===== src/hw/rtl/fcca_pkg.sv =====
// Package with the shared types and constants of the cluster chain allocator.
`default_nettype none
package fcca_pkg;

  localparam int CLUSTER_BYTES_DEF = 1024;
  localparam int MAP_CLUSTERS_DEF  = 16384;
  localparam int DISK_CLUSTERS_DEF = 10240;

  localparam logic [15:0] END_MARK = 16'hFFFF;

  typedef enum logic [1:0] {
    ACT_ALLOC      = 2'd0,
    ACT_FREE_CHAIN = 2'd1,
    ACT_FREE_ONE   = 2'd2,
    ACT_MARK_USED  = 2'd3
  } action_t;

  typedef enum logic [1:0] {
    ST_OK      = 2'd0,
    ST_NOSPACE = 2'd1,
    ST_BADWALK = 2'd2
  } status_t;

  typedef enum logic [3:0] {
    S_CLEAR,
    S_IDLE,
    S_SCAN_RD,
    S_SCAN_CK,
    S_NEXT,
    S_RB_RD,
    S_RB_CK,
    S_FC_RD,
    S_FC_CK,
    S_DONE
  } state_t;

  typedef struct packed {
    logic        used_we;
    logic        used_wd;
    logic [15:0] used_wa;
    logic [15:0] used_ra;
    logic        link_we;
    logic [15:0] link_wa;
    logic [15:0] link_wd;
    logic [15:0] link_ra;
  } mem_req_t;

  typedef struct packed {
    logic [1:0]  status;
    logic [13:0] first_cluster;
    logic [14:0] clusters_done;
  } res_t;

endpackage
`default_nettype wire


===== src/hw/rtl/fcca_seq.sv =====
// Sequencer that scans the bitmap, builds, rolls back and frees cluster chains, and sets single bits.
`default_nettype none
module fcca_seq #(
  parameter int CLUSTER_BYTES = fcca_pkg::CLUSTER_BYTES_DEF,
  parameter int MAP_CLUSTERS  = fcca_pkg::MAP_CLUSTERS_DEF,
  parameter int DISK_CLUSTERS = fcca_pkg::DISK_CLUSTERS_DEF
) (
  input  wire logic               clk,
  input  wire logic               rst_n,
  input  wire logic               req_valid,
  output logic                    req_ready,
  input  wire logic [1:0]         req_action,
  input  wire logic [30:0]        req_size,
  input  wire logic [13:0]        req_cluster,
  output fcca_pkg::mem_req_t      mem,
  input  wire logic               used_rd,
  input  wire logic [15:0]        link_rd,
  output logic                    res_valid,
  input  wire logic               res_ready,
  output fcca_pkg::res_t          res
);
  import fcca_pkg::*;

  localparam int PW = $clog2(MAP_CLUSTERS + 1);
  localparam logic [PW-1:0] MAP_N  = PW'(MAP_CLUSTERS);
  localparam logic [PW-1:0] MAP_M1 = PW'(MAP_CLUSTERS - 1);
  localparam logic [32:0] CAP = 33'(CLUSTER_BYTES) * 33'(DISK_CLUSTERS);
  localparam logic [32:0] CB  = 33'(CLUSTER_BYTES);

  state_t        state_r, state_nxt;
  logic [PW-1:0] pos_r, pos_nxt;
  logic [PW-1:0] prev_r, prev_nxt;
  logic [PW-1:0] first_r, first_nxt;
  logic [PW-1:0] cnt_r, cnt_nxt;
  logic [32:0]   acc_r, acc_nxt;
  logic [30:0]   size_r, size_nxt;
  logic          have_r, have_nxt;
  res_t          res_r, res_nxt;

  always_ff @(posedge clk) begin
    if (!rst_n) begin
      state_r <= S_CLEAR;
      pos_r   <= '0;
    end else begin
      state_r <= state_nxt;
      pos_r   <= pos_nxt;
    end
  end

  always_ff @(posedge clk) begin
    prev_r  <= prev_nxt;
    first_r <= first_nxt;
    cnt_r   <= cnt_nxt;
    acc_r   <= acc_nxt;
    size_r  <= size_nxt;
    have_r  <= have_nxt;
    res_r   <= res_nxt;
  end

  always_comb begin
    state_nxt = state_r;
    pos_nxt   = pos_r;
    prev_nxt  = prev_r;
    first_nxt = first_r;
    cnt_nxt   = cnt_r;
    acc_nxt   = acc_r;
    size_nxt  = size_r;
    have_nxt  = have_r;
    res_nxt   = res_r;
    mem       = '0;
    req_ready = 1'b0;
    res_valid = 1'b0;
    unique case (state_r)
      S_CLEAR: begin
        mem.used_we = 1'b1;
        mem.used_wa = 16'(pos_r);
        mem.link_we = 1'b1;
        mem.link_wa = 16'(pos_r);
        pos_nxt     = PW'(pos_r + 1'b1);
        if (pos_r == MAP_M1) begin
          state_nxt = S_IDLE;
        end
      end
      S_IDLE: begin
        req_ready = 1'b1;
        if (req_valid) begin
          size_nxt = req_size;
          cnt_nxt  = '0;
          unique case (req_action)
            ACT_ALLOC: begin
              have_nxt  = 1'b0;
              pos_nxt   = '0;
              state_nxt = S_SCAN_RD;
            end
            ACT_FREE_CHAIN: begin
              if (17'(req_cluster) < 17'(MAP_CLUSTERS)) begin
                pos_nxt   = PW'(req_cluster);
                state_nxt = S_FC_RD;
              end else begin
                res_nxt   = '{ST_BADWALK, 14'd0, 15'd0};
                state_nxt = S_DONE;
              end
            end
            default: begin
              if (17'(req_cluster) < 17'(MAP_CLUSTERS)) begin
                mem.used_we = 1'b1;
                mem.used_wa = 16'(req_cluster);
                mem.used_wd = (req_action == ACT_MARK_USED);
                res_nxt     = '{ST_OK, 14'd0, 15'd1};
              end else begin
                res_nxt     = '{ST_OK, 14'd0, 15'd0};
              end
              state_nxt = S_DONE;
            end
          endcase
        end
      end
      S_SCAN_RD: begin
        if (pos_r == MAP_N) begin
          if (have_r) begin
            pos_nxt   = first_r;
            state_nxt = S_RB_RD;
          end else begin
            res_nxt   = '{ST_NOSPACE, 14'd0, 15'd0};
            state_nxt = S_DONE;
          end
        end else begin
          mem.used_ra = 16'(pos_r);
          state_nxt   = S_SCAN_CK;
        end
      end
      S_SCAN_CK: begin
        if (used_rd) begin
          pos_nxt   = PW'(pos_r + 1'b1);
          state_nxt = S_SCAN_RD;
        end else begin
          mem.used_we = 1'b1;
          mem.used_wa = 16'(pos_r);
          mem.used_wd = 1'b1;
          prev_nxt    = pos_r;
          if (!have_r) begin
            have_nxt  = 1'b1;
            first_nxt = pos_r;
            cnt_nxt   = PW'(1);
            acc_nxt   = CB;
            if (size_r == 31'd0 || {2'b00, size_r} >= CAP) begin
              res_nxt   = '{ST_OK, 14'(pos_r), 15'd1};
              state_nxt = S_DONE;
            end else begin
              state_nxt = S_NEXT;
            end
          end else begin
            mem.link_we = 1'b1;
            mem.link_wa = 16'(prev_r);
            mem.link_wd = 16'(pos_r);
            cnt_nxt     = PW'(cnt_r + 1'b1);
            acc_nxt     = 33'(acc_r + CB);
            state_nxt   = S_NEXT;
          end
        end
      end
      S_NEXT: begin
        if (acc_r < {2'b00, size_r}) begin
          pos_nxt   = PW'(prev_r + 1'b1);
          state_nxt = S_SCAN_RD;
        end else begin
          mem.link_we = 1'b1;
          mem.link_wa = 16'(prev_r);
          mem.link_wd = END_MARK;
          res_nxt     = '{ST_OK, 14'(first_r), 15'(cnt_r)};
          state_nxt   = S_DONE;
        end
      end
      S_RB_RD: begin
        mem.used_we = 1'b1;
        mem.used_wa = 16'(pos_r);
        mem.link_ra = 16'(pos_r);
        acc_nxt     = 33'(acc_r - CB);
        prev_nxt    = PW'(prev_r + 1'b1);
        state_nxt   = S_RB_CK;
      end
      S_RB_CK: begin
        if (PW'(prev_r) == cnt_r) begin
          res_nxt   = '{ST_NOSPACE, 14'd0, 15'(cnt_r)};
          state_nxt = S_DONE;
        end else begin
          pos_nxt   = PW'(link_rd);
          state_nxt = S_RB_RD;
        end
      end
      S_FC_RD: begin
        if (cnt_r == MAP_N) begin
          res_nxt   = '{ST_BADWALK, 14'd0, 15'(cnt_r)};
          state_nxt = S_DONE;
        end else begin
          mem.used_we = 1'b1;
          mem.used_wa = 16'(pos_r);
          mem.link_ra = 16'(pos_r);
          cnt_nxt     = PW'(cnt_r + 1'b1);
          state_nxt   = S_FC_CK;
        end
      end
      S_FC_CK: begin
        if (link_rd == END_MARK) begin
          res_nxt   = '{ST_OK, 14'd0, 15'(cnt_r)};
          state_nxt = S_DONE;
        end else if (17'(link_rd) >= 17'(MAP_CLUSTERS)) begin
          res_nxt   = '{ST_BADWALK, 14'd0, 15'(cnt_r)};
          state_nxt = S_DONE;
        end else begin
          pos_nxt   = PW'(link_rd);
          state_nxt = S_FC_RD;
        end
      end
      S_DONE: begin
        res_valid = 1'b1;
        if (res_ready) begin
          state_nxt = S_IDLE;
        end
      end
      default: begin
        state_nxt = S_IDLE;
      end
    endcase
    if (state_r == S_SCAN_RD && pos_r == MAP_N && have_r) begin
      prev_nxt = '0;
    end
  end

  assign res = res_r;

endmodule
`default_nettype wire


===== config.mk =====
export PLATFORM = sky130hd
export DESIGN_NAME = fcca_seq
export DESIGN_NICKNAME = d
export VERILOG_FILES = /design/src/hw/rtl/fcca_pkg.sv /design/src/hw/rtl/fcca_seq.sv
export SDC_FILE = /design/constraint.sdc
export NUM_CORES = 1
export LEC_CHECK = 0
export BUFFER_PORTS_ARGS = -buffer_cell sky130_fd_sc_hd__buf_2
export CAP_MARGIN = 25
export CORE_MARGIN = 2
export CORE_UTILIZATION = 57
export CTS_CLUSTER_SIZE = 12
export DETAILED_ROUTE_END_ITERATION = 10
export PLACE_DENSITY = 0.81
export SYNTH_ARGS = -nofsm -noshare
export SYNTH_HDL_FRONTEND = slang
export SYNTH_SLANG_ARGS = --single-unit
export TNS_END_PERCENT = 10

===== constraint.sdc =====
create_clock -name clk -period 5.7 [get_ports clk]
set_input_delay 0.57 -clock clk [delete_from_list [all_inputs] [get_ports clk]]
set_output_delay 0.57 -clock clk [all_outputs]
set_load 0.03 [all_outputs]

# Word level (Yosys, flattened, before mapping)
# Cells that the tools add are included.
word_totals:
  reg_bits: 160
  output_inout_bits: 116
  elab_cells: 148
classes:
  n_addsub: 5
  order_cmp: 3
  eq_ne: 37
  muxes: 70
  bitwise: 1
  n_reduce_logical: 21
ops:
  columns: ["op", "count"]
  rows:
  - ["2-to-1 mux 31 bit", 12]
  - ["2-to-1 mux 15 bit", 16]
  - ["one-hot mux 31 bit (7 select lines)", 1]
  - ["2-to-1 mux 33 bit", 5]
  - ["one-hot mux 15 bit (7 select lines)", 1]
  - ["one-hot mux 15 bit (2 select lines)", 3]
  - ["one-hot mux 33 bit (2 select lines)", 1]
  - ["one-hot mux 16 bit (4 select lines)", 1]
  - ["2-to-1 mux 18 bit", 3]
  - ["one-hot mux 17 bit (3 select lines)", 1]
  - ["2-to-1 mux 4 bit", 12]
  - ["adder 15 x 1 -> 15 bit, second input constant", 3]
  - ["one-hot mux 15 bit (3 select lines)", 1]
  - ["one-hot mux 4 bit (10 select lines)", 1]
  - ["inequality test 2 bit, second input constant", 17]
  - ["adder 33 x 11 -> 33 bit, second input constant", 1]
  - ["less-than comparator 33 x 31 -> 1 bit", 1]
  - ["subtractor 33 x 11 -> 33 bit, second input constant", 1]
  - ["one-hot mux 16 bit (2 select lines)", 1]
  - [">= comparator 31 x 24 -> 1 bit, second input constant", 1]
  - ["zero test 31 bit", 1]
  - ["equality test 15 bit, second input constant", 2]
  - ["equality test 16 bit, second input constant", 1]
  - ["equality test 4 x 3 -> 1 bit, second input constant", 4]
  - ["29 further kinds", 46]

# Longest topological paths before layout
# Gate-level depths: netlist of run 1.
depth:
  depth_word: 6
  depth_mapped: 11

# Worst setup path before layout of run 1
# OpenSTA, ideal clock, no wires.
synth_path:
  path_type: "register to register"
  startpoint: "register acc_r[30]"
  endpoint: "register res_r (netlist bit res[0]), enable pin"
  setup_ns: 0.419
  arrival_ns: 2.873
  required_ns: 5.281
  setup_slack_ns: 2.408
  path_stages_with_launch: 9
  path_buffers: 0
  synth_period_minus_slack_ns: 3.292
  cell_sequence: "edfxtp_1 > ha_1 > nand4_1 > nor4_1 > a22oi_1 > nor4b_2 > nand3_1 > nand2_1 > nor2_1"
synth_between:
  elab_chain_len: 3
synth_lines:
  columns: ["item", "line_no", "rtl"]
  rows:
  - ["start: declaration", "fcca_seq.sv:35", "logic [32:0] acc_r, acc_nxt;"]
  - ["start signal: assignment", "fcca_seq.sv:54", "acc_r <= acc_nxt;"]
  - ["less-than comparator 33 x 31 -> 1 bit", "fcca_seq.sv:163", "if (acc_r < {2'b00, size_r}) begin"]
  - ["inequality test 2 bit (no line)", null, null]
  - ["AND reduction 12 bit (no line)", null, null]
  - ["end signal: assignment", "fcca_seq.sv:57", "res_r <= res_nxt;"]
  - ["end: declaration", "fcca_seq.sv:38", "res_t res_r, res_nxt;"]
# No other way between the ends.
# A chain may end at the register's enable or synchronous reset.

==> results of run 1 <==
==> final cells by class <==
class / count / area, um2 / share of cell area (%)
Multi-Input combinational cell: 754 / 5030 / 44.7
Sequential cell: 150 / 4160 / 37.0
Timing Repair Buffer: 198 / 1040 / 9.27
Clock buffer: 19 / 433 / 3.85
Tap cell: 220 / 275 / 2.45
Clock inverter: 12 / 154 / 1.37
Inverter: 40 / 150 / 1.33
==> cells in the mapped netlist (4+ instances only) <==
cell	number	share of area, %
sky130_fd_sc_hd__nor2_1	89	3.4
sky130_fd_sc_hd__dfxtp_1	34	6.9
sky130_fd_sc_hd__a31oi_1	6	0.38
sky130_fd_sc_hd__o21ai_0	47	2.4
sky130_fd_sc_hd__nand2_1	74	2.8
sky130_fd_sc_hd__nand3b_1	4	0.31
sky130_fd_sc_hd__a22oi_1	15	1.1
sky130_fd_sc_hd__a222oi_1	7	0.71
sky130_fd_sc_hd__and3_2	5	0.38
sky130_fd_sc_hd__a21o_1	18	1.4
sky130_fd_sc_hd__buf_4	9	0.69
sky130_fd_sc_hd__nor4b_1	4	0.36
sky130_fd_sc_hd__mux2_2	12	1.4
sky130_fd_sc_hd__xnor2_1	39	3.5
sky130_fd_sc_hd__ha_1	28	3.6
sky130_fd_sc_hd__xor2_1	36	3.2
sky130_fd_sc_hd__mux2i_1	4	0.41
sky130_fd_sc_hd__nor3_1	31	1.6
sky130_fd_sc_hd__nor2b_1	14	0.89
sky130_fd_sc_hd__a41oi_1	4	0.36
sky130_fd_sc_hd__nand4_1	25	1.6
sky130_fd_sc_hd__nand3_1	29	1.5
sky130_fd_sc_hd__o22ai_1	16	1.0
sky130_fd_sc_hd__edfxtp_1	116	36
sky130_fd_sc_hd__clkbuf_1	64	2.4
sky130_fd_sc_hd__nor4_1	23	1.5
sky130_fd_sc_hd__o221a_2	7	0.80
sky130_fd_sc_hd__buf_6	4	0.46
sky130_fd_sc_hd__a21oi_1	34	1.7
sky130_fd_sc_hd__a22o_1	45	4.0
sky130_fd_sc_hd__and3_1	23	1.5
sky130_fd_sc_hd__a221oi_1	11	0.98
sky130_fd_sc_hd__buf_2	15	0.77
sky130_fd_sc_hd__and2_1	29	1.8
sky130_fd_sc_hd__or3_1	7	0.45
sky130_fd_sc_hd__inv_1	40	1.5
==> sequential cells by signal, indices dropped and copies added (netlist names) <==
signal   flops
acc_r       23
cnt_r       15
prev_r      15
state_r      4
pos_r       15
res         31
size_r      31
have_r       1
first_r     15
==> power breakdown <==
part	internal [W]	switching (W)	leakage [nW]
clock	0.000687	0.000459	0.281
combinational	0.0000286	0.0000407	2.97
sequential	0.00117	0.0000106	1.37
total	0.00188	0.000510	4.62
==> path summary, 6_finish.rpt <==
kind                                                to  cells after the start
worst min register to register  prev_r[1]$_SDFFE_PP0P_                      2
worst max-delay path                           mem[33]                      9
worst min-delay path              size_r[23]$_DFFE_PP_                      1
worst max register to register     acc_r[15]$_DFFE_PP_                      7
==> metal layers <==
metal,routed length (um),vias to the layer above,track usage [%]
met5,0,-,0
met3,3560,91,6.06
met1,11900,4193,46.3
li1,-,4079,-
met4,923,0,11.5
met2,12800,617,47.4
==> per-stage QoR <==
step                      setup WS (ns)  utilization [%]
after floorplan                    2.41                -
after global placement             1.94             63.7
after detailed placement           1.80             63.8
after CTS                          1.32             67.3
after global routing               1.02             67.3
final                              1.21             67.3
==> cells by family after synthesis <==
kind of cell | after synthesis | share of synthesized area, %
other | 1 | 0.0382
flip-flops | 150 | 42.4
XOR/XNOR | 75 | 6.69
buffers and inverters | 138 | 6.58
adder cells (fa/ha/maj) | 28 | 3.57
AO/OA/AOI/OAI | 248 | 18.5
AND/OR/NAND/NOR | 383 | 20.4
multiplexers | 16 | 1.79
==> impl_summary.log, run 1 <==
INFO  metric clk-insertion-delay-late = ~0.43 ns
INFO  metric worstPathBufferInverterCount = 3
INFO  metric startpoint_type = register
INFO  metric cpMaxStageDelayCell = sky130_fd_sc_hd__dfxtp_1
INFO  metric fin_cells = between 1000 and 1500
INFO  metric final.period_utilization = 78.7%
INFO  metric detailed_place_hpwl = 20.5 mm
INFO  metric initial_antenna_violation_count = 0
INFO  metric timing.hold.worst.class = input pin to register
INFO  metric worst_max_slew_pin_slew = a little over 1 ns
INFO  metric core.rowCount = 47
INFO  metric synth_enable_flop_cells = approximately 120
INFO  metric path_common_cell = sky130_fd_sc_hd__buf_4
INFO  metric worst_path_largest_cell_delay = about 0.74 ns
INFO  metric dpl_cell_area = 10600 um2
INFO  metric fillCellCount = ~1300
INFO  metric drc = 0
INFO  metric worst_path_dominant_cell_family = simple AND/OR/NAND/NOR gates
INFO  metric global_route.usage.total = roughly a third
INFO  metric n_antenna_cell = 0
INFO  metric synth_ff_type = sky130_fd_sc_hd__edfxtp_1
INFO  metric syn_to_final_growth = 14.6%
INFO  metric timing.critical_path.arrival = between 3 and 4 ns
INFO  metric core_region_area = about 17000 um2
INFO  metric gp_congestion = between 0.9 and 1
INFO  metric yosysSeqAreaShare = 42.4%
INFO  metric max_clock_buf_depth = 2
INFO  metric maxSlewViolCount = 0
INFO  metric max_clock_skew = between 0.008 and 0.009 ns
INFO  metric dp.cells = between 1000 and 1500
INFO  metric routed_wirelength = 29.2 mm
INFO  metric synth_warnings = 0
INFO  metric hold_slack = approximately 0.32 ns
INFO  metric clock.fmax = between 200 and 250 MHz
INFO  metric final_cell_mix = sky130_fd_sc_hd__buf_2 (179), sky130_fd_sc_hd__edfxtp_1 (116), sky130_fd_sc_hd__nor2_1 (88)
INFO  metric worstPathRequired = slightly above 5 ns
INFO  metric reg2reg_from = state_r[0]$_SDFFE_PN0P_
INFO  metric max_cap_viol_count = 0
INFO  metric ant_nets = 0
INFO  metric status = finished clean
INFO  metric dr_total_vias = ~9000
INFO  metric synthesis.area = between 9000 and 10000 um2
INFO  metric timing_hold_violations_final = 0
INFO  metric chipWidth = roughly 140 um
INFO  metric layout.nets = approximately 1300
INFO  metric synthesized_flop_and_latch_total = 150
INFO  metric dieArea = about 18000 um2
INFO  metric worstSetupEndpointType = output port
INFO  metric max-slew-margin-rel = around a third
INFO  metric detail_route.iter0.violations = approximately 1300
INFO  metric detail_route.wl_per_cell = 21.0 um
INFO  metric power.leakage = approximately 4.6 nW
INFO  metric worstPathCellList = nor2b_2 > and3_1 > and2b_1 > buf_4 > and2_0 > buf_4 > or2_2 > a22o_1 > buf_2
INFO  metric die_boundary_height = around 140 um
INFO  metric timing.critical_path.fanout_max = 20
INFO  metric post_cts_repair_timing_setup_buffer_count = 0
INFO  metric totalNegativeSetupSlack = 0 ns
INFO  metric hold_fix_buffers_at_cts = 0
INFO  metric vdd_ir_drop_max = slightly below 200 uV
INFO  metric layout_cell_share_with_drive_strength_beyond_1 = between 20% and 30%
INFO  metric ff2ff_setup_slack = approximately 2.1 ns
INFO  metric floorplan.initialDensity = slightly below 60%
INFO  metric gate_count_post_synth = between 1000 and 1500
INFO  metric powerDensity = approximately 210 nW/um2
INFO  metric fin_crit = 4.49 ns
INFO  metric number_of_global_route_vias_before_repair = between 8000 and 9000
INFO  metric grt_start_max_net_pins = between 40 and 50
INFO  metric final_setup_viols = 0
INFO  metric ctsResizeCount = 0
INFO  metric grt_pass1_wl = between 40 and 50 mm
INFO  metric clock_tree.root_cell = sky130_fd_sc_hd__clkbuf_16
INFO  metric cts_max_level = 4
INFO  metric design_power_total = around 0.0024 W
INFO  metric i_o_pins = ~180
INFO  metric buffer_ports.inserted = 179
INFO  metric criticalPathCategory = register to output port
INFO  metric worstSetupStartpoint = state_r[0]$_SDFFE_PN0P_
INFO  metric first_pass_iters = 6
INFO  metric finish.instance_area = between 10000 and 15000 um2
INFO  metric async_flop_share = 0%
INFO  metric synthDistinctLibCells = 83
INFO  metric average_cell_area_after_synthesis = between 9 and 10 um2
INFO  metric layout.cells.most_common = sky130_fd_sc_hd__buf_2
INFO  metric rsz0062_at_grt = false
INFO  metric clk_pin_slew = ~0.060 ns
INFO  metric hold_path.startpoint = req_size[23]
INFO  metric viasPerCell = between 6 and 7
INFO  metric cts_sinks = 150
INFO  metric tritoncts = yes
INFO  metric cts-buffers-inserted = 17
INFO  metric gr-total-overflow = 0
Power figures use the tool's default switching activity.
==> run 2: changes to the inputs <==
--- a/config.mk
+++ b/config.mk
@@ -5,13 +5,14 @@
 export SDC_FILE = /design/constraint.sdc
 export NUM_CORES = 1
 export LEC_CHECK = 0
+export ABC_AREA = 1
 export BUFFER_PORTS_ARGS = -buffer_cell sky130_fd_sc_hd__buf_2
 export CAP_MARGIN = 25
 export CORE_MARGIN = 2
 export CORE_UTILIZATION = 57
 export CTS_CLUSTER_SIZE = 12
 export DETAILED_ROUTE_END_ITERATION = 10
-export PLACE_DENSITY = 0.81
+export PLACE_DENSITY = 0.8
 export SYNTH_ARGS = -nofsm -noshare
 export SYNTH_HDL_FRONTEND = slang
 export SYNTH_SLANG_ARGS = --single-unit
==> constraint.sdc (replaced) <==
create_clock -name clk -period 4.5 [get_ports clk]
set_input_delay 0.45 -clock clk [delete_from_list [all_inputs] [get_ports clk]]
set_output_delay 0.45 -clock clk [all_outputs]
set_load 0.03 [all_outputs]
==> run 2 against run 1 <==
  * Worst setup slack got worse by 0.14 ns
  * Clock-buffer cell count decreased by 2
  * Design area increased by 5.1%
  * Synthesized cell count increased by 37%
==> impl_summary.log, run 2 <==
INFO  metric gate_count_post_synth = ~1400
INFO  metric floorplan.initialDensity = between 50 and 60%
INFO  metric ff2ff_setup_slack = around 1.7 ns
INFO  metric buffer_ports.inserted = about 180
INFO  metric synth.area.top_cells = sky130_fd_sc_hd__edfxtp_1 (34%), sky130_fd_sc_hd__nand2_1 (13%), sky130_fd_sc_hd__nor2_1 (8.5%)
INFO  metric worstSetupStartpoint = acc_r[30]$_DFFE_PP_
INFO  metric first_pass_iters = 7
INFO  metric fin_crit = about 3.4 ns
INFO  metric timing_hold_violations_final = 0
INFO  metric final_setup_viols = 0
INFO  metric hold_fix_buffers_at_cts = 0
INFO  metric worst_max_slew_pin_slew = approximately 0.74 ns
INFO  metric worstRegToRegCells = 13
INFO  metric fin_cells = ~1800
INFO  metric routed_wirelength = about 36 mm
INFO  metric viasPerCell = 5.92
INFO  metric layout.cells.most_common = sky130_fd_sc_hd__nand2_1
INFO  metric dr_total_vias = between 10000 and 15000
INFO  metric maxSlewViolCount = 0
INFO  metric hold_path.startpoint = req_size[21]
INFO  metric post_cts_repair_timing_setup_buffer_count = 0
INFO  metric worstHoldPathCells = 1
INFO  metric max_clock_skew = roughly 0.015 ns
INFO  metric place_ws = approximately 1.5 ns
INFO  metric async_flop_share = 0%
INFO  metric max_cap_viol_count = 0
INFO  metric synth_warnings = 0
INFO  metric cts_max_level = 4
INFO  metric i_o_pins = approximately 180
INFO  metric criticalPathCategory = register to output port
INFO  metric post-synth-top-area-cell = sky130_fd_sc_hd__edfxtp_1
INFO  metric grt_start_max_net_pins = 31
INFO  metric initial_antenna_violation_count = 0
INFO  metric n_antenna_cell = 0
INFO  metric final.period_utilization = between 70% and 80%
INFO  metric cts_sinks = 150
INFO  metric timing.critical_path.arrival = ~3.0 ns
INFO  metric yosysSeqAreaShare = between 40% and 50%
INFO  metric setup_ws = 1.07 ns
INFO  metric synthesis.area = slightly above 10000 um2
INFO  metric final_cell_mix = sky130_fd_sc_hd__nand2_1 (360), sky130_fd_sc_hd__nor2_1 (229), sky130_fd_sc_hd__buf_2 (179)
INFO  metric detail_route.iter0.violations = 1312
INFO  metric status = finished clean
INFO  metric synth_enable_flop_cells = between 100 and 150
INFO  metric clock.fmax = 292 MHz
INFO  metric dieArea = 18900 um2
INFO  metric synth_top_cells_by_count = sky130_fd_sc_hd__nand2_1 (360), sky130_fd_sc_hd__nor2_1 (230), sky130_fd_sc_hd__inv_1 (157)
INFO  metric timing.critical_path.fanout_max = 15
INFO  metric detail_route.wl_per_cell = roughly 20 um
INFO  metric gp_congestion = ~1.0
INFO  metric average_cell_area_after_synthesis = roughly 7.1 um2
INFO  metric clk_pin_slew = roughly 0.080 ns
INFO  metric ant_nets = 0
INFO  metric powerDensity = 260 nW/um2
INFO  metric rsz0062_at_grt = false
INFO  metric syn_to_final_growth = 16.6%
INFO  metric startpoint_type = register
INFO  metric timing.hold.worst.class = input pin to register
INFO  metric max_clock_buf_depth = 2
INFO  metric synth_ff_type = sky130_fd_sc_hd__edfxtp_1
INFO  metric gr-total-overflow = 0
INFO  metric fillCellCount = 1519
INFO  metric detailed_place_hpwl = between 20 and 30 mm
INFO  metric max-slew-margin-rel = between 50% and 60%
INFO  metric grt_pass1_wl = approximately 55 mm
INFO  metric layout_cell_share_with_drive_strength_beyond_1 = 16.6%
INFO  metric reg2reg_from = acc_r[30]$_DFFE_PP_
INFO  metric synthesized_flop_and_latch_total = 150
INFO  metric power.leakage = approximately 5.4 nW
INFO  metric vdd_ir_drop_max = between 200 and 300 uV
INFO  metric core_region_area = about 17000 um2
INFO  metric clk-insertion-delay-late = between 0.4 and 0.5 ns
INFO  metric chipWidth = 137 um
INFO  metric dp.cells = 1802
INFO  metric number_of_global_route_vias_before_repair = 9832
INFO  metric synth_most_common_cell = sky130_fd_sc_hd__nand2_1
INFO  metric layout.nets = 1693
INFO  metric clock_tree.root_cell = sky130_fd_sc_hd__clkbuf_16
INFO  metric global_route.usage.total = 38.4%
INFO  metric die_boundary_height = 137 um
INFO  metric cts-buffers-inserted = 17
INFO  metric totalNegativeSetupSlack = 0 ns
INFO  metric worstPathRequired = roughly 4 ns
INFO  metric core.rowCount = 48
INFO  metric synthDominantCellAreaShare = ~34%
INFO  metric synthDistinctLibCells = 47
INFO  metric ctsResizeCount = 0
INFO  metric drc = 0
INFO  metric tritoncts = yes
INFO  metric worstSetupEndpointType = output port
INFO  metric timing.rr.end = pos_r[0]$_SDFFE_PN0P_
INFO  metric worst_hold_path.endpoint = size_r[21]$_DFFE_PP_
run 2: cell types whose count changed after synthesis, sizes merged, moves of 45 or more:
cell    delta
a22o      -45
clkbuf    -47
inv      +129
nand2    +292
nand3     +71
nor2     +152
o21ai     +52
run 2: where the power goes:
group	internal, W	switching [W]
registers	0.00148	0.0000137
clock network	0.000753	0.000700
logic	0.0000447	0.0000808
total	0.00228	0.000794
run 2: cells by family after synthesis:
| kind of cell | count (synthesis) | synth area share [%] |
|---|---|---|
| buffers and inverters | 221 | 8.70 |
| other | 1 | 0.0370 |
| flip-flops | 150 | 41.1 |
| AND/OR/NAND/NOR | 782 | 32.6 |
| adder cells (fa/ha/maj) | 28 | 3.46 |
| AO/OA/AOI/OAI | 224 | 12.5 |
| XOR/XNOR | 19 | 1.64 |
run 2: worst max-delay path by stage:
stage               slack, ns          endpoint  cells after the start
floorplan                0.52  res[0]$_DFFE_PP_                      9
global placement         1.65           mem[40]                     12
detailed placement       1.54           mem[44]                     12
CTS                      1.08           mem[44]                     12
global route             0.85           mem[44]                     11
finish                   1.07           mem[44]                     12
run 2: layout make-up:
cell class | count | area (um2) | area share (%)
tap | 225 | 282 | 2.38
timing repair buffer | 194 | 1010 | 8.53
multi-input combinational | 1057 | 5110 | 43.2
clock buffer | 17 | 425 | 3.60
sequential | 150 | 4160 | 35.2
inverter | 177 | 664 | 5.62
clock inverter | 15 | 170 | 1.44
run 2: stage by stage:
stage	instance area, um2	util (%)	power, W	hold slack, ns
2_1_floorplan	10100	-	0.00159	0.481
3_3_place_gp	11200	64.6	0.00165	0.516
3_5_place_dp	11200	64.6	0.00165	0.532
4_1_cts	11800	68.1	0.00307	0.177
5_1_grt	11800	68.1	0.00314	0.173
6_report	11800	68.1	0.00307	0.187
run 2: worst max-delay path, stage by stage (launching register included):
cell	delay [ns]
sky130_fd_sc_hd__edfxtp_1	0.50
sky130_fd_sc_hd__ha_1	0.36
sky130_fd_sc_hd__nand2_1	0.06
sky130_fd_sc_hd__nor2_1	0.13
sky130_fd_sc_hd__nand2_1	0.11
sky130_fd_sc_hd__nor3b_1	0.20
sky130_fd_sc_hd__nand2_1	0.07
sky130_fd_sc_hd__nand2_1	0.15
sky130_fd_sc_hd__nand2_2	0.18
sky130_fd_sc_hd__nand2_1	0.18
sky130_fd_sc_hd__inv_1	0.19
sky130_fd_sc_hd__o21ai_0	0.21
sky130_fd_sc_hd__buf_2	0.22
run 2: routing by layer:
metal / up-vias / GRT usage [%] / share of wire (%)
met5: - / 0 / 0
met4: 0 / 14.7 / 3.8
met3: 110 / 6.84 / 11
met2: 750 / 61.7 / 46
met1: 4916 / 51.7 / 39
li1: 5092 / - / -
==> run 3: changes to the inputs <==
--- a/config.mk
+++ b/config.mk
@@ -5,14 +5,14 @@
 export SDC_FILE = /design/constraint.sdc
 export NUM_CORES = 1
 export LEC_CHECK = 0
-export ABC_AREA = 1
+export ABC_AREA = 0
 export BUFFER_PORTS_ARGS = -buffer_cell sky130_fd_sc_hd__buf_2
 export CAP_MARGIN = 25
 export CORE_MARGIN = 2
-export CORE_UTILIZATION = 57
+export CORE_UTILIZATION = 51
 export CTS_CLUSTER_SIZE = 12
 export DETAILED_ROUTE_END_ITERATION = 10
-export PLACE_DENSITY = 0.8
+export PLACE_DENSITY = 0.76
 export SYNTH_ARGS = -nofsm -noshare
 export SYNTH_HDL_FRONTEND = slang
 export SYNTH_SLANG_ARGS = --single-unit
==> constraint.sdc (replaced) <==
create_clock -name clk -period 3 [get_ports clk]
set_input_delay 0.3 -clock clk [delete_from_list [all_inputs] [get_ports clk]]
set_output_delay 0.3 -clock clk [all_outputs]
set_load 0.03 [all_outputs]
==> run 3 against run 2 <==
  * The flow now finishes with violations (negative setup slack)
  * Critical path depth shrank 2
  * Power grew 49%
  * Clock power grew 51%
  * Core utilization shrank 3.5 points
  * Clock-buffer cell count grew 1
  * Flip-flop and latch count is the same
  * Worst setup slack lost 1.3 ns
  * Highest routed layer is now met5
==> impl_summary.log, run 3 (same netlist as run 1, synthesis figures left out) <==
INFO  metric cts_max_level = 4
INFO  metric viasPerCell = slightly above 6
INFO  metric i_o_pins = around 180
INFO  metric routed_wirelength = 30.5 mm
INFO  metric worstPathBufferInverterCount = 2
INFO  metric worst_max_slew_pin_slew = between 0.6 and 0.7 ns
INFO  metric core_region_area = 18800 um2
INFO  metric vdd_ir_drop_max = about 410 uV
INFO  metric final_cell_mix = sky130_fd_sc_hd__buf_2 (146), sky130_fd_sc_hd__edfxtp_1 (116), sky130_fd_sc_hd__nor2_1 (88)
INFO  metric detail_route.wl_per_cell = approximately 21 um
INFO  metric floorplan.initialDensity = 52.3%
INFO  metric clock_tree.root_cell = sky130_fd_sc_hd__clkbuf_16
INFO  metric number_of_global_route_vias_before_repair = 8739
INFO  metric detailed_place_hpwl = between 20 and 25 mm
INFO  metric worst_path_largest_cell_delay = around 0.45 ns
INFO  metric place_ws = ~0.0035 ns
INFO  metric maxSlewViolCount = 0
INFO  metric worstSetupEndpointType = output port
INFO  metric fin_crit = around 3.2 ns
INFO  metric startpoint_type = register
INFO  metric detail_route.iter0.violations = 1277
INFO  metric clk_pin_slew = roughly 0.060 ns
INFO  metric criticalPathCategory = register to output port
INFO  metric timing.hold.worst.class = input pin to register
INFO  metric final_setup_viols = 31
INFO  metric fin_cells = about 1500
INFO  metric ant_nets = 0
INFO  metric worstPathCellList = inv_2 > ha_4 > a211o_1 > o211ai_1 > a21oi_2 > nor4b_4 > a21oi_4 > or2_4 > a22o_1 > buf_6
INFO  metric timing_hold_violations_final = 0
INFO  metric layout.nets = around 1300
INFO  metric design_power_total = between 0.004 and 0.005 W
INFO  metric fillCellCount = 1498
INFO  metric dp.cells = 1430
INFO  metric timing.critical_path.arrival = just under 3 ns
INFO  metric dr_total_vias = between 9000 and 10000
INFO  metric first_pass_iters = 6
INFO  metric hold_slack = approximately 0.041 ns
INFO  metric timing.critical_path.fanout_max = 8
INFO  metric dieArea = slightly above 20000 um2
INFO  metric layout.cells.most_common = sky130_fd_sc_hd__buf_2
INFO  metric max_clock_skew = between 0.01 and 0.015 ns
INFO  metric max-slew-margin-rel = between 50 and 60%
INFO  metric grt_start_max_net_pins = 44
INFO  metric drc = 0
INFO  metric violations_in_the_final_reports = negative setup slack
INFO  metric die_boundary_height = roughly 140 um
INFO  metric max_clock_buf_depth = 2
INFO  metric cts_sinks = 150
INFO  metric buffer_ports.inserted = around 180
INFO  metric power.leakage = approximately 5 nW
INFO  metric worstPathRequired = roughly 2.7 ns
INFO  metric tritoncts = yes
INFO  metric grt_pass1_wl = approximately 47 mm
INFO  metric cpMaxStageDelayCell = sky130_fd_sc_hd__nor4b_4
INFO  metric clk-insertion-delay-late = 0.44 ns
INFO  metric layout_cell_share_with_drive_strength_beyond_1 = just under 30%
INFO  metric final.period_utilization = 107%
INFO  metric max_cap_viol_count = 0
INFO  metric worst_path_dominant_cell_family = compound AO/OA/AOI/OAI gates
INFO  metric syn_to_final_growth = 23.6%
INFO  metric gr-total-overflow = 0
INFO  metric initial_antenna_violation_count = 1
INFO  metric chipWidth = 143 um
INFO  metric powerDensity = around 380 nW/um2
INFO  metric core.rowCount = 50
INFO  metric global_route.usage.total = between 20% and 30%
INFO  metric gp_congestion = ~0.95
INFO  metric cts-buffers-inserted = 17
INFO  metric status = finished with violations
INFO  metric setup_ws = -0.200 ns
INFO  metric hold_fix_buffers_at_cts = 0
INFO  metric clock.fmax = 312 MHz
INFO  metric rsz0062_at_grt = true
[run 3: what timing repair did]
| item | 4_1_cts | 5_1_grt |
|---|---|---|
| cloned | 2 | 0 |
| buffers inserted | 7 | 6 |
| pin swaps | 16 | 12 |
| resized for setup | 45 | 38 |
| setup endpoints to repair | 48 | 57 |
[run 3: path summary, 6_finish.rpt]
kind,from,end,slack [ns],cells after the start
max,size_r[26]$_DFFE_PP_,mem[36],-0.20,10
min,req_size[29],size_r[29]$_DFFE_PP_,0.04,1
max reg2reg,size_r[26]$_DFFE_PP_,pos_r[6]$_SDFFE_PN0P_,0.10,11
min reg2reg,first_r[8]$_DFFE_PP_,res[23]$_DFFE_PP_,0.56,1
[run 3: metal layers]
| layer | track usage (%) | vias up | part of all wire, % |
|---|---|---|---|
| met5 | 0 | - | 0.023 |
| met4 | 9.38 | 2 | 2.8 |
| met3 | 7.81 | 91 | 11 |
| met2 | 47.2 | 585 | 46 |
| met1 | 40.5 | 4312 | 40 |
| li1 | - | 4221 | - |
[run 3: per-stage QoR]
stage                     utilization, %  instance area, um2  setup TNS, ns
after floorplan                        -                9830              0
after global placement              59.1               11100              0
after detailed placement            59.2               11100              0
after CTS                           63.7               12000          -4.04
after global routing                64.6               12100          -7.43
final                               64.6               12100          -3.76
[run 3: power by group]
part	switching [W]	internal, W
combinational	0.0000942	0.0000630
sequential	0.00000497	0.00222
clock	0.000887	0.00130
total	0.000986	0.00358
[run 3: final cells by class]
class | count | area, um2 | share of cell area [%]
inverter | 40 | 150 | 1.24
clock inverter | 13 | 159 | 1.31
tap | 234 | 293 | 2.41
timing repair buffer | 266 | 1750 | 14.5
clock buffer | 18 | 429 | 3.54
sequential | 150 | 4160 | 34.3
multi-input combinational | 755 | 5180 | 42.7
antenna | 1 | 2.50 | 0.0206
